$ cat config.mk
export PLATFORM = sky130hd
export DESIGN_NAME = threshold_fault_debounce_flat
export DESIGN_NICKNAME = d
export VERILOG_FILES = /design/src/design/tfd_pkg.sv /design/src/design/tfd_channels.sv /design/src/design/tfd_update.sv /design/src/design/threshold_fault_debounce.sv /design/src/flat_wrapper.sv
export SDC_FILE = /design/constraint.sdc
export NUM_CORES = 1
export LEC_CHECK = 0
export BUFFER_PORTS_ARGS = -buffer_cell sky130_fd_sc_hd__buf_2
export CORE_MARGIN = 3
export CORE_UTILIZATION = 54
export CTS_BUF_LIST = sky130_fd_sc_hd__clkbuf_16
export CTS_CLUSTER_DIAMETER = 100
export DETAILED_ROUTE_END_ITERATION = 12
export PLACE_DENSITY = 0.79
export RECOVER_POWER = 50
export SLEW_MARGIN = 20
export SYNTH_ARGS = -nofsm -noshare
export SYNTH_HDL_FRONTEND = slang
export SYNTH_SLANG_ARGS = --single-unit
export TNS_END_PERCENT = 10
$ cat constraint.sdc
create_clock -name clk_i -period 5 [get_ports clk_i]
set_input_delay 1.25 -clock clk_i [delete_from_list [all_inputs] [get_ports clk_i]]
set_output_delay 1.25 -clock clk_i [all_outputs]
set_load 0.01 [all_outputs]
$ cat src/design/tfd_pkg.sv
// Shared types and constants for the threshold fault debounce block.
package tfd_pkg;

  // Input item actions.
  typedef enum logic [1:0] {
    ACT_BOOL   = 2'd0,
    ACT_SAMPLE = 2'd1,
    ACT_CLEAR  = 2'd2,
    ACT_NONE   = 2'd3
  } action_e;

  // Configuration register indexes.
  localparam int unsigned CFG_IDX_BITS = 3;
  localparam logic [CFG_IDX_BITS-1:0] REG_CONTROL     = 3'd0;
  localparam logic [CFG_IDX_BITS-1:0] REG_TRIP        = 3'd1;
  localparam logic [CFG_IDX_BITS-1:0] REG_RECOVER     = 3'd2;
  localparam logic [CFG_IDX_BITS-1:0] REG_RISE_STEP   = 3'd3;
  localparam logic [CFG_IDX_BITS-1:0] REG_FALL_STEP   = 3'd4;
  localparam logic [CFG_IDX_BITS-1:0] REG_COUNT_LIMIT = 3'd5;

  // Step widths and reset values.
  localparam int unsigned STEP_BITS   = 8;
  localparam int unsigned CTRL_BITS   = 4;
  localparam int unsigned LIMIT_RESET = 10;
  localparam int unsigned STEP_RESET  = 1;

  // Control flags, bit 3 down to bit 0.
  typedef struct packed {
    logic masked;
    logic unmasked_only;
    logic recoverable;
    logic under_trips;
  } ctrl_t;

  // Fault flags held with the counter.
  typedef struct packed {
    logic raw;
    logic reported;
  } fault_t;

endpackage

$ cat src/design/tfd_channels.sv
// Handshake channel interfaces for the input, result and configuration items.
interface tfd_in_if #(
  parameter int unsigned SAMPLE_BITS = 16
) ();
  logic                          valid;
  logic                          ready;
  logic [1:0]                    action;
  logic                          exceeded;
  logic signed [SAMPLE_BITS-1:0] sample;

  modport source(output valid, action, exceeded, sample, input ready);
  modport sink(input valid, action, exceeded, sample, output ready);
endinterface

interface tfd_out_if #(
  parameter int unsigned COUNT_BITS = 16
) ();
  logic                  valid;
  logic                  ready;
  logic                  fault_reported;
  logic                  fault_raw;
  logic [COUNT_BITS-1:0] count_now;

  modport source(output valid, fault_reported, fault_raw, count_now, input ready);
  modport sink(input valid, fault_reported, fault_raw, count_now, output ready);
endinterface

interface tfd_cfg_if #(
  parameter int unsigned DATA_BITS = 16
) ();
  logic                              valid;
  logic                              ready;
  logic [tfd_pkg::CFG_IDX_BITS-1:0]  index;
  logic [DATA_BITS-1:0]              data;

  modport source(output valid, index, data, input ready);
  modport sink(input valid, index, data, output ready);
endinterface

$ cat src/design/tfd_update.sv
// Next-state logic of the debounce counter and fault flags for one item.
module tfd_update #(
  parameter int unsigned SAMPLE_BITS = 16,
  parameter int unsigned COUNT_BITS  = 16
) (
  input  logic [1:0]                         action_i,
  input  logic                               exceeded_i,
  input  logic signed [SAMPLE_BITS-1:0]      sample_i,
  input  tfd_pkg::ctrl_t                     ctrl_i,
  input  logic signed [SAMPLE_BITS-1:0]      trip_i,
  input  logic signed [SAMPLE_BITS-1:0]      recover_i,
  input  logic [tfd_pkg::STEP_BITS-1:0]      rise_step_i,
  input  logic [tfd_pkg::STEP_BITS-1:0]      fall_step_i,
  input  logic [COUNT_BITS-1:0]              limit_i,
  input  logic [COUNT_BITS-1:0]              count_i,
  input  tfd_pkg::fault_t                    fault_i,
  output logic [COUNT_BITS-1:0]              count_o,
  output tfd_pkg::fault_t                    fault_o
);

  // Working width holds the counter plus a step either way, with a sign bit.
  localparam int unsigned BASE_BITS =
      (COUNT_BITS > tfd_pkg::STEP_BITS) ? COUNT_BITS : tfd_pkg::STEP_BITS;
  localparam int unsigned W = BASE_BITS + 2;

  logic signed [W-1:0] cnt_ext;
  logic signed [W-1:0] cnt_up;
  logic signed [W-1:0] cnt_dn;
  logic signed [W-1:0] lim_ext;
  logic                frozen;

  assign cnt_ext = W'(count_i);
  assign lim_ext = W'(limit_i);
  assign cnt_up  = cnt_ext + W'(rise_step_i);
  assign cnt_dn  = cnt_ext - W'(fall_step_i);
  assign frozen  = ctrl_i.unmasked_only & ctrl_i.masked;

  // Pick the moved counter, then apply the saturation tests the action calls for.
  always_comb begin
    logic signed [W-1:0] c;
    logic                go_up;
    logic                go_dn;
    logic                test_up;
    logic                test_lo;
    c       = cnt_ext;
    go_up   = 1'b0;
    go_dn   = 1'b0;
    test_up = 1'b0;
    test_lo = 1'b0;
    fault_o = fault_i;

    case (action_i)
      tfd_pkg::ACT_BOOL: begin
        if (!frozen) begin
          if (exceeded_i) begin
            go_up   = 1'b1;
            test_up = 1'b1;
          end else if (ctrl_i.recoverable) begin
            go_dn   = 1'b1;
            test_lo = 1'b1;
          end
        end
      end
      tfd_pkg::ACT_SAMPLE: begin
        if (!frozen) begin
          if (ctrl_i.under_trips) begin
            go_up = (sample_i < trip_i);
            go_dn = !go_up && (sample_i > recover_i) && ctrl_i.recoverable;
          end else begin
            go_up = (sample_i > trip_i);
            go_dn = !go_up && (sample_i < recover_i) && ctrl_i.recoverable;
          end
          test_up = 1'b1;
          test_lo = 1'b1;
        end
      end
      default: begin
      end
    endcase

    if (go_up) begin
      c = cnt_up;
    end else if (go_dn) begin
      c = cnt_dn;
    end

    // The upper bound has priority; the lower bound is tested only if it missed.
    // At or below zero means negative (sign bit set) or exactly zero.
    if (test_up && (c >= lim_ext)) begin
      c                = lim_ext;
      fault_o.raw      = 1'b1;
      fault_o.reported = !ctrl_i.masked;
    end else if (test_lo && (c[W-1] || (c == '0))) begin
      c       = '0;
      fault_o = '0;
    end

    // A clear overrides everything, mask or not.
    if (action_i == tfd_pkg::ACT_CLEAR) begin
      c       = '0;
      fault_o = '0;
    end

    count_o = c[COUNT_BITS-1:0];
  end

endmodule

$ cat src/design/threshold_fault_debounce.sv
// Top level of the threshold fault debounce block: registers, handshake and configuration.
// An accepted item is registered in the input register, then its result in the state
// registers once they are free. Throughput: one item per cycle while results are taken,
// set by the single add and clamp on the counter.
// Reset clears the counter, both fault flags and the channel valids, and restores the
// configuration defaults (flags 0, thresholds 0, steps 1, count limit 10).
module threshold_fault_debounce #(
  parameter int unsigned SAMPLE_BITS = 16,
  parameter int unsigned COUNT_BITS  = 16
) (
  input  logic       clk_i,
  input  logic       rst_ni,
  tfd_in_if.sink     in_ch_i,
  tfd_out_if.source  out_ch_o,
  tfd_cfg_if.sink    cfg_i
);

  logic [tfd_pkg::CTRL_BITS-1:0]  ctrl_q;
  logic signed [SAMPLE_BITS-1:0]  trip_q;
  logic signed [SAMPLE_BITS-1:0]  recover_q;
  logic [tfd_pkg::STEP_BITS-1:0]  rise_step_q;
  logic [tfd_pkg::STEP_BITS-1:0]  fall_step_q;
  logic [COUNT_BITS-1:0]          limit_q;

  logic                           in_valid_q;
  logic [1:0]                     action_q;
  logic                           exceeded_q;
  logic signed [SAMPLE_BITS-1:0]  sample_q;

  logic                           out_valid_q;
  logic [COUNT_BITS-1:0]          count_q;
  logic [COUNT_BITS-1:0]          count_d;
  tfd_pkg::fault_t                fault_q;
  tfd_pkg::fault_t                fault_d;

  logic                           out_free;
  logic                           step_en;
  logic                           in_fire;

  // Configuration writes are always taken.
  assign cfg_i.ready = 1'b1;

  always_ff @(posedge clk_i or negedge rst_ni) begin
    if (!rst_ni) begin
      ctrl_q      <= '0;
      trip_q      <= '0;
      recover_q   <= '0;
      rise_step_q <= tfd_pkg::STEP_BITS'(tfd_pkg::STEP_RESET);
      fall_step_q <= tfd_pkg::STEP_BITS'(tfd_pkg::STEP_RESET);
      limit_q     <= COUNT_BITS'(tfd_pkg::LIMIT_RESET);
    end else if (cfg_i.valid) begin
      unique case (cfg_i.index)
        tfd_pkg::REG_CONTROL:     ctrl_q      <= cfg_i.data[tfd_pkg::CTRL_BITS-1:0];
        tfd_pkg::REG_TRIP:        trip_q      <= cfg_i.data[SAMPLE_BITS-1:0];
        tfd_pkg::REG_RECOVER:     recover_q   <= cfg_i.data[SAMPLE_BITS-1:0];
        tfd_pkg::REG_RISE_STEP:   rise_step_q <= cfg_i.data[tfd_pkg::STEP_BITS-1:0];
        tfd_pkg::REG_FALL_STEP:   fall_step_q <= cfg_i.data[tfd_pkg::STEP_BITS-1:0];
        tfd_pkg::REG_COUNT_LIMIT: limit_q     <= cfg_i.data[COUNT_BITS-1:0];
        default: begin
        end
      endcase
    end
  end

  // Handshake: the result register frees when empty or taken, and the input
  // register moves on into it whenever it is free.
  assign out_free      = !out_valid_q || out_ch_o.ready;
  assign step_en       = in_valid_q && out_free;
  assign in_ch_i.ready = !in_valid_q || out_free;
  assign in_fire       = in_ch_i.valid && in_ch_i.ready;

  // Input register.
  always_ff @(posedge clk_i or negedge rst_ni) begin
    if (!rst_ni) begin
      in_valid_q <= 1'b0;
    end else if (in_ch_i.ready) begin
      in_valid_q <= in_ch_i.valid;
    end
  end

  always_ff @(posedge clk_i) begin
    if (in_fire) begin
      action_q   <= in_ch_i.action;
      exceeded_q <= in_ch_i.exceeded;
      sample_q   <= in_ch_i.sample;
    end
  end

  // Counter update for the registered item.
  tfd_update #(
    .SAMPLE_BITS(SAMPLE_BITS),
    .COUNT_BITS (COUNT_BITS)
  ) u_update (
    .action_i   (action_q),
    .exceeded_i (exceeded_q),
    .sample_i   (sample_q),
    .ctrl_i     (tfd_pkg::ctrl_t'(ctrl_q)),
    .trip_i     (trip_q),
    .recover_i  (recover_q),
    .rise_step_i(rise_step_q),
    .fall_step_i(fall_step_q),
    .limit_i    (limit_q),
    .count_i    (count_q),
    .fault_i    (fault_q),
    .count_o    (count_d),
    .fault_o    (fault_d)
  );

  // The state registers double as the result register: they hold the state
  // after the last step, which is exactly the result item offered.
  always_ff @(posedge clk_i or negedge rst_ni) begin
    if (!rst_ni) begin
      out_valid_q <= 1'b0;
      count_q     <= '0;
      fault_q     <= '0;
    end else begin
      if (out_free) begin
        out_valid_q <= in_valid_q;
      end
      if (step_en) begin
        count_q <= count_d;
        fault_q <= fault_d;
      end
    end
  end

  assign out_ch_o.valid          = out_valid_q;
  assign out_ch_o.fault_reported = fault_q.reported;
  assign out_ch_o.fault_raw      = fault_q.raw;
  assign out_ch_o.count_now      = count_q;

endmodule

$ cat src/flat_wrapper.sv
// flat-port wrapper written by rule: the top's interface ports become plain ports
module threshold_fault_debounce_flat 
#(
  parameter int unsigned SAMPLE_BITS = 16,
  parameter int unsigned COUNT_BITS  = 16
)
  (clk_i, rst_ni, in_ch_i_valid, in_ch_i_action, in_ch_i_exceeded, in_ch_i_sample, in_ch_i_ready, out_ch_o_valid, out_ch_o_fault_reported, out_ch_o_fault_raw, out_ch_o_count_now, out_ch_o_ready, cfg_i_valid, cfg_i_index, cfg_i_data, cfg_i_ready);
  tfd_in_if #(.SAMPLE_BITS(SAMPLE_BITS)) in_ch_i_i ();
  tfd_out_if #(.COUNT_BITS(COUNT_BITS)) out_ch_o_i ();
  tfd_cfg_if #(.DATA_BITS(16)) cfg_i_i ();
  input  logic clk_i;
  input  logic rst_ni;
  input wire logic [$bits(in_ch_i_i.valid)-1:0] in_ch_i_valid;
  input wire logic [$bits(in_ch_i_i.action)-1:0] in_ch_i_action;
  input wire logic [$bits(in_ch_i_i.exceeded)-1:0] in_ch_i_exceeded;
  input wire logic [$bits(in_ch_i_i.sample)-1:0] in_ch_i_sample;
  output wire logic [$bits(in_ch_i_i.ready)-1:0] in_ch_i_ready;
  output wire logic [$bits(out_ch_o_i.valid)-1:0] out_ch_o_valid;
  output wire logic [$bits(out_ch_o_i.fault_reported)-1:0] out_ch_o_fault_reported;
  output wire logic [$bits(out_ch_o_i.fault_raw)-1:0] out_ch_o_fault_raw;
  output wire logic [$bits(out_ch_o_i.count_now)-1:0] out_ch_o_count_now;
  input wire logic [$bits(out_ch_o_i.ready)-1:0] out_ch_o_ready;
  input wire logic [$bits(cfg_i_i.valid)-1:0] cfg_i_valid;
  input wire logic [$bits(cfg_i_i.index)-1:0] cfg_i_index;
  input wire logic [$bits(cfg_i_i.data)-1:0] cfg_i_data;
  output wire logic [$bits(cfg_i_i.ready)-1:0] cfg_i_ready;
  assign in_ch_i_i.valid = in_ch_i_valid;
  assign in_ch_i_i.action = in_ch_i_action;
  assign in_ch_i_i.exceeded = in_ch_i_exceeded;
  assign in_ch_i_i.sample = in_ch_i_sample;
  assign in_ch_i_ready = in_ch_i_i.ready;
  assign out_ch_o_valid = out_ch_o_i.valid;
  assign out_ch_o_fault_reported = out_ch_o_i.fault_reported;
  assign out_ch_o_fault_raw = out_ch_o_i.fault_raw;
  assign out_ch_o_count_now = out_ch_o_i.count_now;
  assign out_ch_o_i.ready = out_ch_o_ready;
  assign cfg_i_i.valid = cfg_i_valid;
  assign cfg_i_i.index = cfg_i_index;
  assign cfg_i_i.data = cfg_i_data;
  assign cfg_i_ready = cfg_i_i.ready;
  threshold_fault_debounce #(.SAMPLE_BITS(SAMPLE_BITS), .COUNT_BITS(COUNT_BITS)) u_core (.clk_i(clk_i), .rst_ni(rst_ni), .in_ch_i(in_ch_i_i), .out_ch_o(out_ch_o_i), .cfg_i(cfg_i_i));
endmodule
---- Word-level counts from Yosys, hierarchy flattened ----
Cells that the tools add are included.
word-level totals
  bits in registers ....................... 107
  input bits .............................. 43
  output and inout port bits .............. 21
cells by class
  add/sub/neg operators ................... 2
  $lt $le $gt $ge ......................... 5
  eq/ne operators ......................... 7
  muxes and demuxes ....................... 22
  bitwise gates (word level) .............. 1
  reductions and logical operators ........ 27
operators by type and width
  kind                                           number
  two-way mux 16 bit                             3
  two-way mux 18 bit                             2
  > comparator 16 bit                            2
  < comparator 16 bit                            2
  >= comparator 18 x 17 -> 1 bit                 1
  logical NOT 18 bit                             1
  adder 16 x 8 -> 17 bit                         1
  subtractor 16 x 8 -> 17 bit                    1
  AND reduction 2 bit                            7
  two-way mux 1 bit                              10
  logical AND 1 bit                              8
  one-hot mux 1 bit (2 select lines)             4
  == test 3 x 2 -> 1 bit, second input constant  2
  == test 3 bit, second input constant           2
  two-way mux 2 bit                              3
  logical NOT 1 bit                              5
  == test 3 x 1 -> 1 bit, second input constant  1
  logical NOT 3 bit                              1
  logical OR 1 bit                               3
  nonzero test 3 bit                             1
  == test 2 x 1 -> 1 bit, second input constant  1
  == test 2 bit, second input constant           1
  logical NOT 2 bit                              1
  AND 1 bit                                      1

---- Depth between registers and ports, before layout ----
Gate-level depths: netlist of run 1.
  depth after elaboration ................. 15
  mapped depth ............................ 24

---- Modules after synthesis ----
A second synthesis of run 1 with hierarchy kept.
unflattened totals
  cell total of the unflattened synthesis .. 637
  area, all modules ....................... 6872.8 µm²
modules (own cells, without submodules)
  module                    instances  cells each  area an instance (µm²)  sequential area each (µm²)
  threshold_fault_debounce  1          215         3960.0                  2777.7
  tfd_update                1          422         2912.8                  0.0

---- Worst setup path before layout of run 1 ----
Ideal clock, no wire load.
  path kind ............................... flip-flop to flip-flop
  from .................................... register u_core.sample_q[15]
  to ...................................... register u_core.count_q[1] (netlist: u_core.out_ch_o.count_now[1])
  arrival time ............................ 4.609 ns
  required time ........................... 4.934 ns
  path slack .............................. 0.325 ns
  stages on the path, launching flop included .. 23
  buffers on the path ..................... 1
  path through ............................ edfxtp_1 ha_1 nand4_1 nor2_1 o2bb2ai_1 o41ai_2 nor4_2 nor3_2 mux2i_1 a21oi_1 ha_1 nand2b_1 a21o_1 a21o_1 a21o_1 a21o_1 a21oi_1 o31a_1 o211a_1 nor4_2 clkbuf_8 a222oi_1 inv_1
between the ends
  word-level cells in the longest chain between the ends .. 15
  elaborated cells between the ends (all ways) .. 26
ends and longest elaborated chain
  element                                                                                 RTL line                            source
  from (decl)                                                                             threshold_fault_debounce.sv:28      logic signed [SAMPLE_BITS-1:0] sample_q;
  from (signal assigned)                                                                  threshold_fault_debounce.sv:85      sample_q <= in_ch_i.sample;
  > comparator 16 bit / < comparator 16 bit (equally long branches)                       tfd_update.sv:70, tfd_update.sv:67
  logical NOT 1 bit (on tied branches)                                                    tfd_update.sv:71, tfd_update.sv:68
  logical AND 1 bit (on tied branches) (2 in a row)                                       tfd_update.sv:71, tfd_update.sv:68
  two-way mux 1 bit                                                                       tfd_update.sv:66                    if (ctrl_i.under_trips) begin
  two-way mux 1 bit                                                                       tfd_update.sv:65                    if (!frozen) begin
  one-hot mux 1 bit (2 select lines)                                                      tfd_update.sv:52                    case (action_i)
  two-way mux 18 bit                                                                      tfd_update.sv:83                    end else if (go_dn) begin
  two-way mux 18 bit (*)                                                                  tfd_update.sv:81                    if (go_up) begin
  parallel branches: the longest is 4 deep, another holds >= comparator 18 x 17 -> 1 bit  n/a
  two-way mux 16 bit (*)                                                                  tfd_update.sv:89                    if (test_up && (c >= lim_ext)) begin
  two-way mux 16 bit (*)                                                                  tfd_update.sv:99                    if (action_i == tfd_pkg::ACT_CLEAR) begin
  to (signal assigned)                                                                    threshold_fault_debounce.sv:121     count_q <= count_d;
  to (decl)                                                                               threshold_fault_debounce.sv:31      logic [COUNT_BITS-1:0] count_q;
Every way passes the cells marked *.
A chain may end at the register's enable or synchronous reset.

---- Worst setup path after layout of run 1 ----
  from .................................... register u_core.sample_q[11]
  to ...................................... register u_core.count_q[0] (netlist: u_core.out_ch_o.count_now[0])
The elaborated chain is that of the path after synthesis.

==> results.py, run 1 <==
metrics = {
    "synth": {
        "syn_avg_cell_area_sq_um": 10.2,
        "synthDistinctLibCells": 91,
        "syn_inst": 662,
        "syn-cell-area_sq_mm": 0.00673,
        "synth-seq-cells": 107,
        "synthDominantCellAreaShare_pct": 31.2,
        "yosysTopAreaCell": "dfrtp_1",
        "synth_warnings": 0,
        "synth_nets": 771,
        "ys_seq_area_share_pct": 41.2,
        "yosysMostFrequentCell": "dfrtp_1",
        "synth_edf_count": 19,
        "synth.area.top_cells": "dfrtp_1 31%, ha_1 12%, edfxtp_1 8.5%",
        "ys.flop_type": "dfrtp_1",
        "ys_async_sr_fraction_pct": 82.2,
        "synth_common_cells": "84 x dfrtp_1, 76 x inv_1, 64 x ha_1",
    },
    "job": {
        "maxCapViolCount": 1,
    },
    "route": {
        "drc": 0,
        "via_per_inst": 5.74,
        "wl_met3_um": 559,
        "wirelength_um": 16900,
        "met2_length_um": 8630,
        "vias": 5308,
        "drt_pass1_iterations": 5,
        "antenna_left": 0,
        "m1WireLength_um": 7430,
        "highest_layer": "met4",
        "drt-initial-drc-count": 348,
        "avgRoutedWirePerCell_um": 18.3,
    },
    "power": {
        "p_total_mw": 3.91,
        "powerDensity_mw_per_mm2": 492,
        "p_leak_nw": 3.71,
        "ir_drop_mv": 0.246,
    },
    "clock_network": {
        "clk_latency_ns": 0.35,
        "clkSlewWorstSetupHoldPaths_ns": 0.07,
        "cts_buffers": 9,
        "cts_root_buf": "clkbuf_16",
        "ctsLongestPathBuffers": 2,
        "cts.sink_count": 107,
        "htree_levels": 3,
        "cts-hold-fix-buffers": 0,
        "cts_tree": "done",
    },
    "worst_setup_path": {
        "cp-start-kind": "flop",
        "crit_start": "u_core.sample_q[11]",
        "reg2reg_from": "u_core.sample_q[11]",
        "slowest_delay_ns": 0.62,
        "endpoint": "u_core.out_ch_o.count_now[0]",
        "required_ns": 5.24,
        "crit_arrival_ns": 5.16,
        "crit_path_frequent_cell": "a21o_1",
        "path_cells": "ha_4 -> nand4_4 -> nor4_4 -> a21bo_4 -> and4b_4 -> or4_4 -> a311o_1 -> a31oi_1 -> ha_1 -> a21o_1 -> a21o_1 -> a21oi_2 -> o31a_1 -> o211a_1 -> buf_4 -> o211a_4 -> buf_12 -> nor2b_1 -> a221o_1",
        "cp_num_cells": 19,
        "rrSetupSlack_ns": 0.08,
        "path_buf_inv": 2,
        "end_kind": "flop",
        "slowest_stage": "or4_4",
        "reg2regPathDepth": 19,
        "cp_top_family": "compound AO/OA/AOI/OAI gates",
        "path_class": "flop to flop",
        "reg2reg_to": "u_core.out_ch_o.count_now[0]",
        "critPathMaxFanout": 8,
    },
    "worst_hold_path": {
        "hp-class": "flop to flop",
    },
    "timing": {
        "finalSetupViolations": 0,
        "slew_viol_final": 89,
        "fin_crit_sh_pct": 98.3,
        "slew-limit-headroom_pct": -53.0,
        "tightestPinTransition_ns": 2.30,
        "fmax_ghz": 0.203,
        "hold_violations": 0,
        "period_needed_ns": 4.92,
        "finClkSkew_ns": 0.00668,
        "setup_ws_ns": 0.0839,
        "rsz0062_at_grt": "true",
    },
    "floorplanning": {
        "die_h_um": 118,
        "start_util_pct": 55.6,
        "die-area_sq_mm": 0.0138,
        "std_cell_rows": 40,
        "ioPinCount": 64,
        "core-area_sq_mm": 0.0121,
        "die_x_um": 118,
    },
    "cells_and_area": {
        "area_delta_synth_final_pct": 17.9,
        "fin_nets": 860,
        "fillers": 992,
        "layout-drive-gt1-share_pct": 26.7,
        "fin_area_sq_mm": 0.00794,
        "diodes": 0,
    },
    "global_route": {
        "grt_antenna_before_repair": 0,
        "overflow": 0,
        "grt_pass1_wl_um": 27100,
        "grt_max_degree": 89,
        "grt_pass1_vias": 5408,
        "grt.total_usage_pct": 24.5,
    },
    "place": {
        "place_area_sq_mm": 0.00737,
        "portBuffers": 62,
        "gp_congestion": 0.887,
        "dpl.hpwl_um": 12700,
        "post-place-ws_ns": -0.0860,
    },
    "status": {
        "violations": "capacitance limit, slew limit",
        "status": "finished with violations",
    },
}
-- worst register-to-register path: stages (launching register included) --
cell,delay (ns)
edfxtp_1,0.48
ha_4,0.34
nand4_4,0.12
nor4_4,0.28
a21bo_4,0.28
and4b_4,0.21
or4_4,0.62
a311o_1,0.30
a31oi_1,0.26
ha_1,0.21
a21o_1,0.08
a21o_1,0.12
a21oi_2,0.06
o31a_1,0.23
o211a_1,0.26
buf_4,0.15
o211a_4,0.28
buf_12,0.14
nor2b_1,0.13
a221o_1,0.25
-- report_power, final --
part,switching [mW],internal [mW]
combinational,1.00,0.883
clock,0.342,0.393
sequential,0.206,1.09
total,1.55,2.36
-- kinds of logic after synthesis --
group,after synthesis,synth area share (%)
compound gates,165,17.3
xor+xnor,16,2.08
fa+ha+maj,66,12.5
buf+inv,98,6.50
flops,107,41.2
mux,34,5.61
other cells,1,0.0557
simple gates,175,14.7
-- how the worst min path moves through the flow --
stage | start | end | slack, ns | cells past startpoint
2_1_floorplan | u_core.in_valid_q | u_core.out_ch_o.valid | 0.46 | 1
4_1_cts | u_core.in_valid_q | u_core.out_ch_o.valid | 0.52 | 1
3_3_place_gp | u_core.in_valid_q | u_core.out_ch_o.valid | 0.47 | 1
5_1_grt | u_core.rise_step_q[5] | u_core.rise_step_q[5] | 0.53 | 1
6_report | u_core.limit_q[5] | u_core.out_ch_o.count_now[5] | 0.52 | 2
3_5_place_dp | u_core.rise_step_q[5] | u_core.rise_step_q[5] | 0.50 | 1
-- cells in the final DEF, fill, tap and decap left out, drive strengths merged, types with 5 or more instances in the layout --
master | netlist | routed
buf | 5 | 97
dfrtp | 84 | 84
inv | 77 | 81
ha | 64 | 64
nand2 | 62 | 62
o21ai | 58 | 58
a21oi | 33 | 33
mux2 | 30 | 30
nor2 | 25 | 25
edfxtp | 19 | 19
nand2b | 13 | 13
nand4 | 12 | 12
xnor2 | 11 | 11
a222oi | 11 | 11
clkbuf | 16 | 11
nor2b | 9 | 9
a21o | 9 | 9
nor3 | 9 | 9
a31oi | 9 | 9
nor4 | 8 | 8
nand3 | 7 | 7
and2 | 6 | 6
xor2 | 5 | 5
-- area by class of cell --
type | instances | area [sq um] | area share, %
sequential | 107 | 2780 | 35.0
multi-input combinational | 457 | 3750 | 47.3
clock buffer | 9 | 225 | 2.84
inverter | 77 | 289 | 3.64
clock inverter | 7 | 73.8 | 0.929
tap | 168 | 210 | 2.65
timing repair buffer | 99 | 612 | 7.70
-- metrics by stage --
step	hold slack, ns	utilization [%]	setup TNS (ns)	cells
after floorplan	0.457	-	0	662
after global placement	0.469	60.8	0	903
after detailed placement	0.499	60.8	-0.801	903
after CTS	0.523	63.6	-0.00769	919
after global routing	0.534	65.6	-1.54	924
final	0.517	65.6	0	924
-- routing by layer --
layer  up-vias  global-route usage (%)
met1      2612                    31.9
li1       2567                       -
met4         0                    6.74
met5         -                       0
met3        25                    4.13
met2       104                    42.5
-- sequential cells by signal, indices dropped and copies added (netlist names) --
name                            cells
u_core.limit_q                     16
u_core.out_ch_o.count_now          16
u_core.recover_q                   16
u_core.sample_q                    16
u_core.trip_q                      16
u_core.fall_step_q                  8
u_core.rise_step_q                  8
u_core.ctrl_q                       4
u_core.action_q                     2
u_core.exceeded_q                   1
u_core.in_valid_q                   1
u_core.out_ch_o.fault_raw           1
u_core.out_ch_o.fault_reported      1
u_core.out_ch_o.valid               1
-- repair_timing --
item / in CTS / in global routing
resized for setup: 3 / 27
pin swaps: 1 / 18
setup endpoints to repair: 17 / 18
buffers inserted: 0 / 5
Note: power is estimated with default switching activity, not from simulation.
==> run 2: changes to the inputs <==
- RECOVER_POWER: 50 -> unset
==> run 2 against run 1 <==
Effect of this change: die area unchanged; worst hold slack worse by 0.0044 ns; critical path depth unchanged; wire length up 0.18%; first-iteration DRC count up 16%; the flow now finishes without violations.
==> results.py, run 2 (synthesized netlist as in run 1, its figures left out) <==
metrics = {
    "clock_network": {
        "cts_root_buf": "clkbuf_16",
        "clkSlewWorstSetupHoldPaths_ns": 0.07,
        "cts_buffers": 9,
        "cts.sink_count": 107,
        "clk_latency_ns": 0.35,
        "htree_levels": 3,
        "cts_tree": "done",
        "cts-hold-fix-buffers": 0,
        "ctsLongestPathBuffers": 2,
    },
    "power": {
        "powerDensity_mw_per_mm2": 492,
        "p_leak_nw": 3.72,
        "ir_drop_mv": 0.246,
    },
    "worst_setup_path": {
        "reg2regPathDepth": 19,
        "cp-start-kind": "flop",
        "reg2reg_to": "u_core.out_ch_o.count_now[0]",
        "rrSetupSlack_ns": 0.09,
        "critPathMaxFanout": 8,
        "crit_arrival_ns": 5.15,
        "reg2reg_from": "u_core.sample_q[11]",
        "end_kind": "flop",
        "required_ns": 5.24,
        "path_class": "flop to flop",
    },
    "cells_and_area": {
        "diodes": 0,
        "seqCellArea_sq_mm": 0.00278,
        "final_common_cell": "dfrtp_1",
        "fin_cells": 924,
        "fin_nets": 860,
        "post-route-util_pct": 65.6,
        "fillers": 992,
        "multi_input_area_sq_mm": 0.00375,
        "layout-drive-gt1-share_pct": 26.9,
        "area_delta_synth_final_pct": 18.1,
        "final_cell_mix": "84 x dfrtp_1, 75 x inv_1, 62 x nand2_1",
    },
    "timing": {
        "tns_ns": 0,
        "fmax_ghz": 0.204,
        "setup_ws_ns": 0.0866,
        "period_needed_ns": 4.91,
        "finalSetupViolations": 0,
        "slew_viol_final": 0,
        "fin_crit_sh_pct": 98.3,
        "tightestPinTransition_ns": 0.927,
        "hold_violations": 0,
        "slew-limit-headroom_pct": 38.2,
        "rsz0062_at_grt": "true",
        "finClkSkew_ns": 0.00743,
        "hold_slack_ns": 0.513,
    },
    "floorplanning": {
        "start_util_pct": 55.6,
        "core-area_sq_mm": 0.0121,
        "ioPinCount": 64,
        "die_h_um": 118,
        "std_cell_rows": 40,
        "die_x_um": 118,
        "die-area_sq_mm": 0.0138,
    },
    "global_route": {
        "grt_pass1_vias": 5408,
        "grt_pass1_wl_um": 27100,
        "grt.total_usage_pct": 24.5,
        "overflow": 0,
        "grt_antenna_before_repair": 0,
        "grt_max_degree": 89,
    },
    "route": {
        "drt_pass1_iterations": 5,
        "met2_length_um": 8640,
        "drt-initial-drc-count": 402,
        "drc": 0,
        "wirelength_um": 16900,
        "avgRoutedWirePerCell_um": 18.3,
        "via_per_inst": 5.76,
        "antenna_left": 0,
        "m1WireLength_um": 7390,
        "vias": 5325,
        "highest_layer": "met4",
        "wl_met3_um": 613,
    },
    "place": {
        "post-place-cells": 903,
        "post-place-ws_ns": -0.0860,
        "dpl.hpwl_um": 12700,
        "portBuffers": 62,
        "gp_congestion": 0.887,
    },
    "worst_hold_path": {
        "hp-class": "flop to flop",
        "hp-start": "u_core.in_valid_q",
        "hold_path_end": "u_core.out_ch_o.valid",
        "hold_depth": 1,
    },
    "status": {
        "status": "complete, no violations",
    },
    "job": {
        "maxCapViolCount": 0,
    },
}
[run 2: worst max-delay path by stage]
stage          slack (ns)                       endpoint  depth (start not counted)                start
2_1_floorplan        0.33   u_core.out_ch_o.count_now[1]                         22  u_core.sample_q[15]
3_3_place_gp         0.03   u_core.out_ch_o.count_now[4]                         21  u_core.sample_q[13]
3_5_place_dp        -0.09   u_core.out_ch_o.count_now[8]                         21  u_core.sample_q[11]
4_1_cts            -0.008  u_core.out_ch_o.count_now[10]                         21  u_core.sample_q[15]
5_1_grt             -0.14  u_core.out_ch_o.count_now[10]                         22   u_core.sample_q[9]
6_report             0.09   u_core.out_ch_o.count_now[0]                         19  u_core.sample_q[11]
[run 2: per-stage QoR]
| step | area (sq um) | total power, mW |
|---|---|---|
| 2_1_floorplan | 6730 | 2.50 |
| 3_3_place_gp | 7370 | 3.02 |
| 3_5_place_dp | 7370 | 3.06 |
| 4_1_cts | 7700 | 3.82 |
| 5_1_grt | 7950 | 4.20 |
| 6_report | 7950 | 3.91 |
[run 2: area by class of cell]
cell class | instances | area share, %
clock buffers | 9 | 2.83
well taps | 168 | 2.64
inverters | 77 | 3.64
multi-input cells | 457 | 47.2
clock inverters | 7 | 0.929
repair buffers | 99 | 7.79
flip-flops and latches | 107 | 34.9
[run 2: timing repair]
action,4_1_cts,5_1_grt
pin swaps,1,18
endpoints found under the setup margin,17,18
gates cloned,0,0
setup buffers,0,5
gates resized for setup,3,27
[run 2: layer usage]
metal,up-vias,global-route usage (%)
li1,2567,-
met2,116,42.5
met1,2619,31.9
met4,0,6.74
met5,-,0
met3,23,4.13
[run 2: where the power goes]
| group | internal [mW] | total (mW) | switching [mW] |
|---|---|---|---|
| clock network | 0.393 | 0.735 | 0.343 |
| logic | 0.883 | 1.88 | 0.999 |
| registers | 1.09 | 1.29 | 0.207 |
| total | 2.36 | 3.91 | 1.55 |
[run 2: worst max-delay path, stage by stage (launching register included)]
cell,delay (ns)
edfxtp_1,0.48
ha_4,0.34
nand4_4,0.12
nor4_4,0.28
a21bo_4,0.28
and4b_4,0.21
or4_4,0.62
a311o_1,0.30
a31oi_1,0.26
ha_1,0.20
a21o_1,0.08
a21o_1,0.12
a21oi_2,0.06
o31a_1,0.23
o211a_1,0.26
buf_4,0.15
o211a_4,0.28
buf_12,0.14
nor2b_1,0.12
a221o_1,0.25
==> run 3: changes to the inputs <==
- MAX_ROUTING_LAYER: unset -> met4
==> run 3 against run 2 <==
Effect of this change: via count grew 1.4%; worst hold slack lost 0.013 ns; first-iteration DRC count grew 3.0%.
==> results.py, run 3 (synthesized netlist as in run 1, its figures left out) <==
metrics = {
    "cells_and_area": {
        "layout-drive-gt1-share_pct": 25.5,
        "final_cell_mix": "84 x dfrtp_1, 76 x inv_1, 62 x nand2_1",
        "fillers": 1017,
        "fin_nets": 860,
        "fin_area_sq_mm": 0.00787,
        "multi_input_area_sq_mm": 0.00371,
        "final_common_cell": "dfrtp_1",
        "diodes": 0,
        "area_delta_synth_final_pct": 16.8,
        "post-route-util_pct": 64.9,
        "seqCellArea_sq_mm": 0.00278,
    },
    "power": {
        "p_comb_share_pct": 48.7,
        "switchingPower_mw": 1.55,
        "power_frac_seq_pct": 33.7,
        "ir_drop_mv": 0.278,
        "clock_power_share_pct": 17.6,
        "switching_share_pct": 40.3,
        "p_leak_nw": 3.70,
        "p_total_mw": 3.84,
        "p_int_mw": 2.29,
        "powerDensity_mw_per_mm2": 488,
    },
    "timing": {
        "fin_crit_sh_pct": 98.3,
        "slew-limit-headroom_pct": 28.9,
        "finClkSkew_ns": 0.00631,
        "hold_violations": 0,
        "tightestPinTransition_ns": 1.07,
        "fmax_ghz": 0.204,
        "period_needed_ns": 4.91,
        "finalSetupViolations": 0,
        "rsz0062_at_grt": "true",
        "slew_viol_final": 0,
        "hold_slack_ns": 0.500,
    },
    "worst_setup_path": {
        "slowest_stage": "edfxtp_1",
        "slowest_delay_ns": 0.45,
        "path_class": "flop to flop",
        "reg2reg_from": "u_core.sample_q[9]",
        "cp-start-kind": "flop",
        "end_kind": "flop",
        "critPathMaxFanout": 7,
        "path_cells": "ha_1 -> a21oi_1 -> o21a_1 -> o2bb2ai_1 -> buf_4 -> nor4_2 -> o211a_4 -> nand2_1 -> mux2i_1 -> a21oi_1 -> ha_1 -> nand2b_1 -> a21o_1 -> a21o_1 -> a21o_1 -> a21o_1 -> a21oi_1 -> o31a_1 -> o211a_1 -> buf_4 -> o211a_4 -> a222oi_1 -> inv_1",
        "endpoint": "u_core.out_ch_o.count_now[1]",
        "crit_start": "u_core.sample_q[9]",
        "reg2regPathDepth": 23,
        "required_ns": 5.24,
        "crit_arrival_ns": 5.15,
        "crit_path_frequent_cell": "a21o_1",
        "rrSetupSlack_ns": 0.09,
        "reg2reg_to": "u_core.out_ch_o.count_now[1]",
    },
    "clock_network": {
        "cts-hold-fix-buffers": 0,
        "cts_root_buf": "clkbuf_16",
        "cts_buffers": 9,
        "ctsLongestPathBuffers": 2,
        "clk_latency_ns": 0.36,
        "clkSlewWorstSetupHoldPaths_ns": 0.07,
        "htree_levels": 3,
        "cts_tree": "done",
        "cts.sink_count": 107,
    },
    "place": {
        "place_area_sq_mm": 0.00737,
        "portBuffers": 62,
        "dpl.hpwl_um": 12700,
        "gp_congestion": 0.903,
    },
    "global_route": {
        "grt_pass1_wl_um": 27300,
        "overflow": 0,
        "met2_usage_pct": 41.6,
        "grt.total_usage_pct": 25.2,
        "use_met3_pct": 5.67,
        "grt_use_met1_pct": 31.3,
        "busiest_layer": "met2",
        "grt_pass1_vias": 5523,
        "grt_antenna_before_repair": 0,
        "grt_max_degree": 89,
    },
    "job": {
        "maxCapViolCount": 0,
    },
    "route": {
        "via_per_inst": 5.84,
        "antenna_left": 0,
        "wirelength_um": 16900,
        "drt_pass1_iterations": 5,
        "vias": 5397,
        "avgRoutedWirePerCell_um": 18.3,
        "drc": 0,
        "drt-initial-drc-count": 414,
    },
    "floorplanning": {
        "start_util_pct": 55.6,
        "ioPinCount": 64,
        "die_h_um": 118,
        "die_x_um": 118,
        "die-area_sq_mm": 0.0138,
        "core-area_sq_mm": 0.0121,
        "std_cell_rows": 40,
    },
    "worst_hold_path": {
        "hp-class": "flop to flop",
        "hp-start": "u_core.in_valid_q",
    },
    "status": {
        "status": "complete, no violations",
    },
}
[run 3: changes by cell type in the layout (fill, tap and decap cells not counted), sizes merged]
cell,previous run,this run
buf,99,98
bufinv,1,0
clkinvlp,0,1
o211a,4,5
[run 3: how the worst min path moves through the flow]
stage	endpoint	slack [ns]	cells past startpoint
finish	u_core.out_ch_o.valid	0.50	1
global route	u_core.out_ch_o.valid	0.53	1
CTS	u_core.out_ch_o.valid	0.50	1
detailed placement	u_core.out_ch_o.valid	0.48	1
global placement	u_core.out_ch_o.valid	0.47	1
floorplan	u_core.out_ch_o.valid	0.46	1
[run 3: routing by layer]
metal | share of wire (%) | wire length, um
met1 | 43 | 7250
met2 | 50 | 8500
met5 | 0 | 0
met3 | 5.2 | 884
met4 | 1.8 | 299
[run 3: power by group through the flow]
stage               registers [mW]  clock network [mW]  logic (mW)
floorplan                     1.26                   0        1.24
global placement              1.29                   0        1.72
detailed placement            1.30                   0        1.75
CTS                           1.29               0.691        1.78
global route                  1.32               0.731        2.08
finish                        1.29               0.677        1.87
[run 3: stage by stage]
step / TNS, ns / std cells / worst slack (ns)
after floorplan: 0 / 662 / 0.325
after global placement: 0 / 903 / 0.0617
after detailed placement: -0.655 / 903 / -0.0718
after CTS: 0 / 919 / 0.0904
after global routing: -2.04 / 924 / -0.194
final: 0 / 924 / 0.0869
[run 3: layout make-up]
type,instances,share of cell area (%)
Multi-Input combinational cell,458,47.2
Timing Repair Buffer,98,7.62
Tap cell,168,2.67
Clock buffer,9,2.86
Clock inverter,7,0.636
Inverter,77,3.67
Sequential cell,107,35.3
[run 3: worst max-delay path: cells and delay by family, from the launching register on]
kind            cells  cell delay, ns
compound gates     14            2.53
fa+ha+maj           2            0.63
simple gates        3            0.59
flops               1            0.45
buf+inv             3            0.41
mux                 1            0.14
[run 3: what timing repair did]
| item | CTS | global route |
|---|---|---|
| cloned | 0 | 1 |
| endpoints found under the setup margin | 14 | 18 |
| setup buffers | 0 | 4 |
| pin swaps | 0 | 17 |
| gates resized for setup | 2 | 20 |
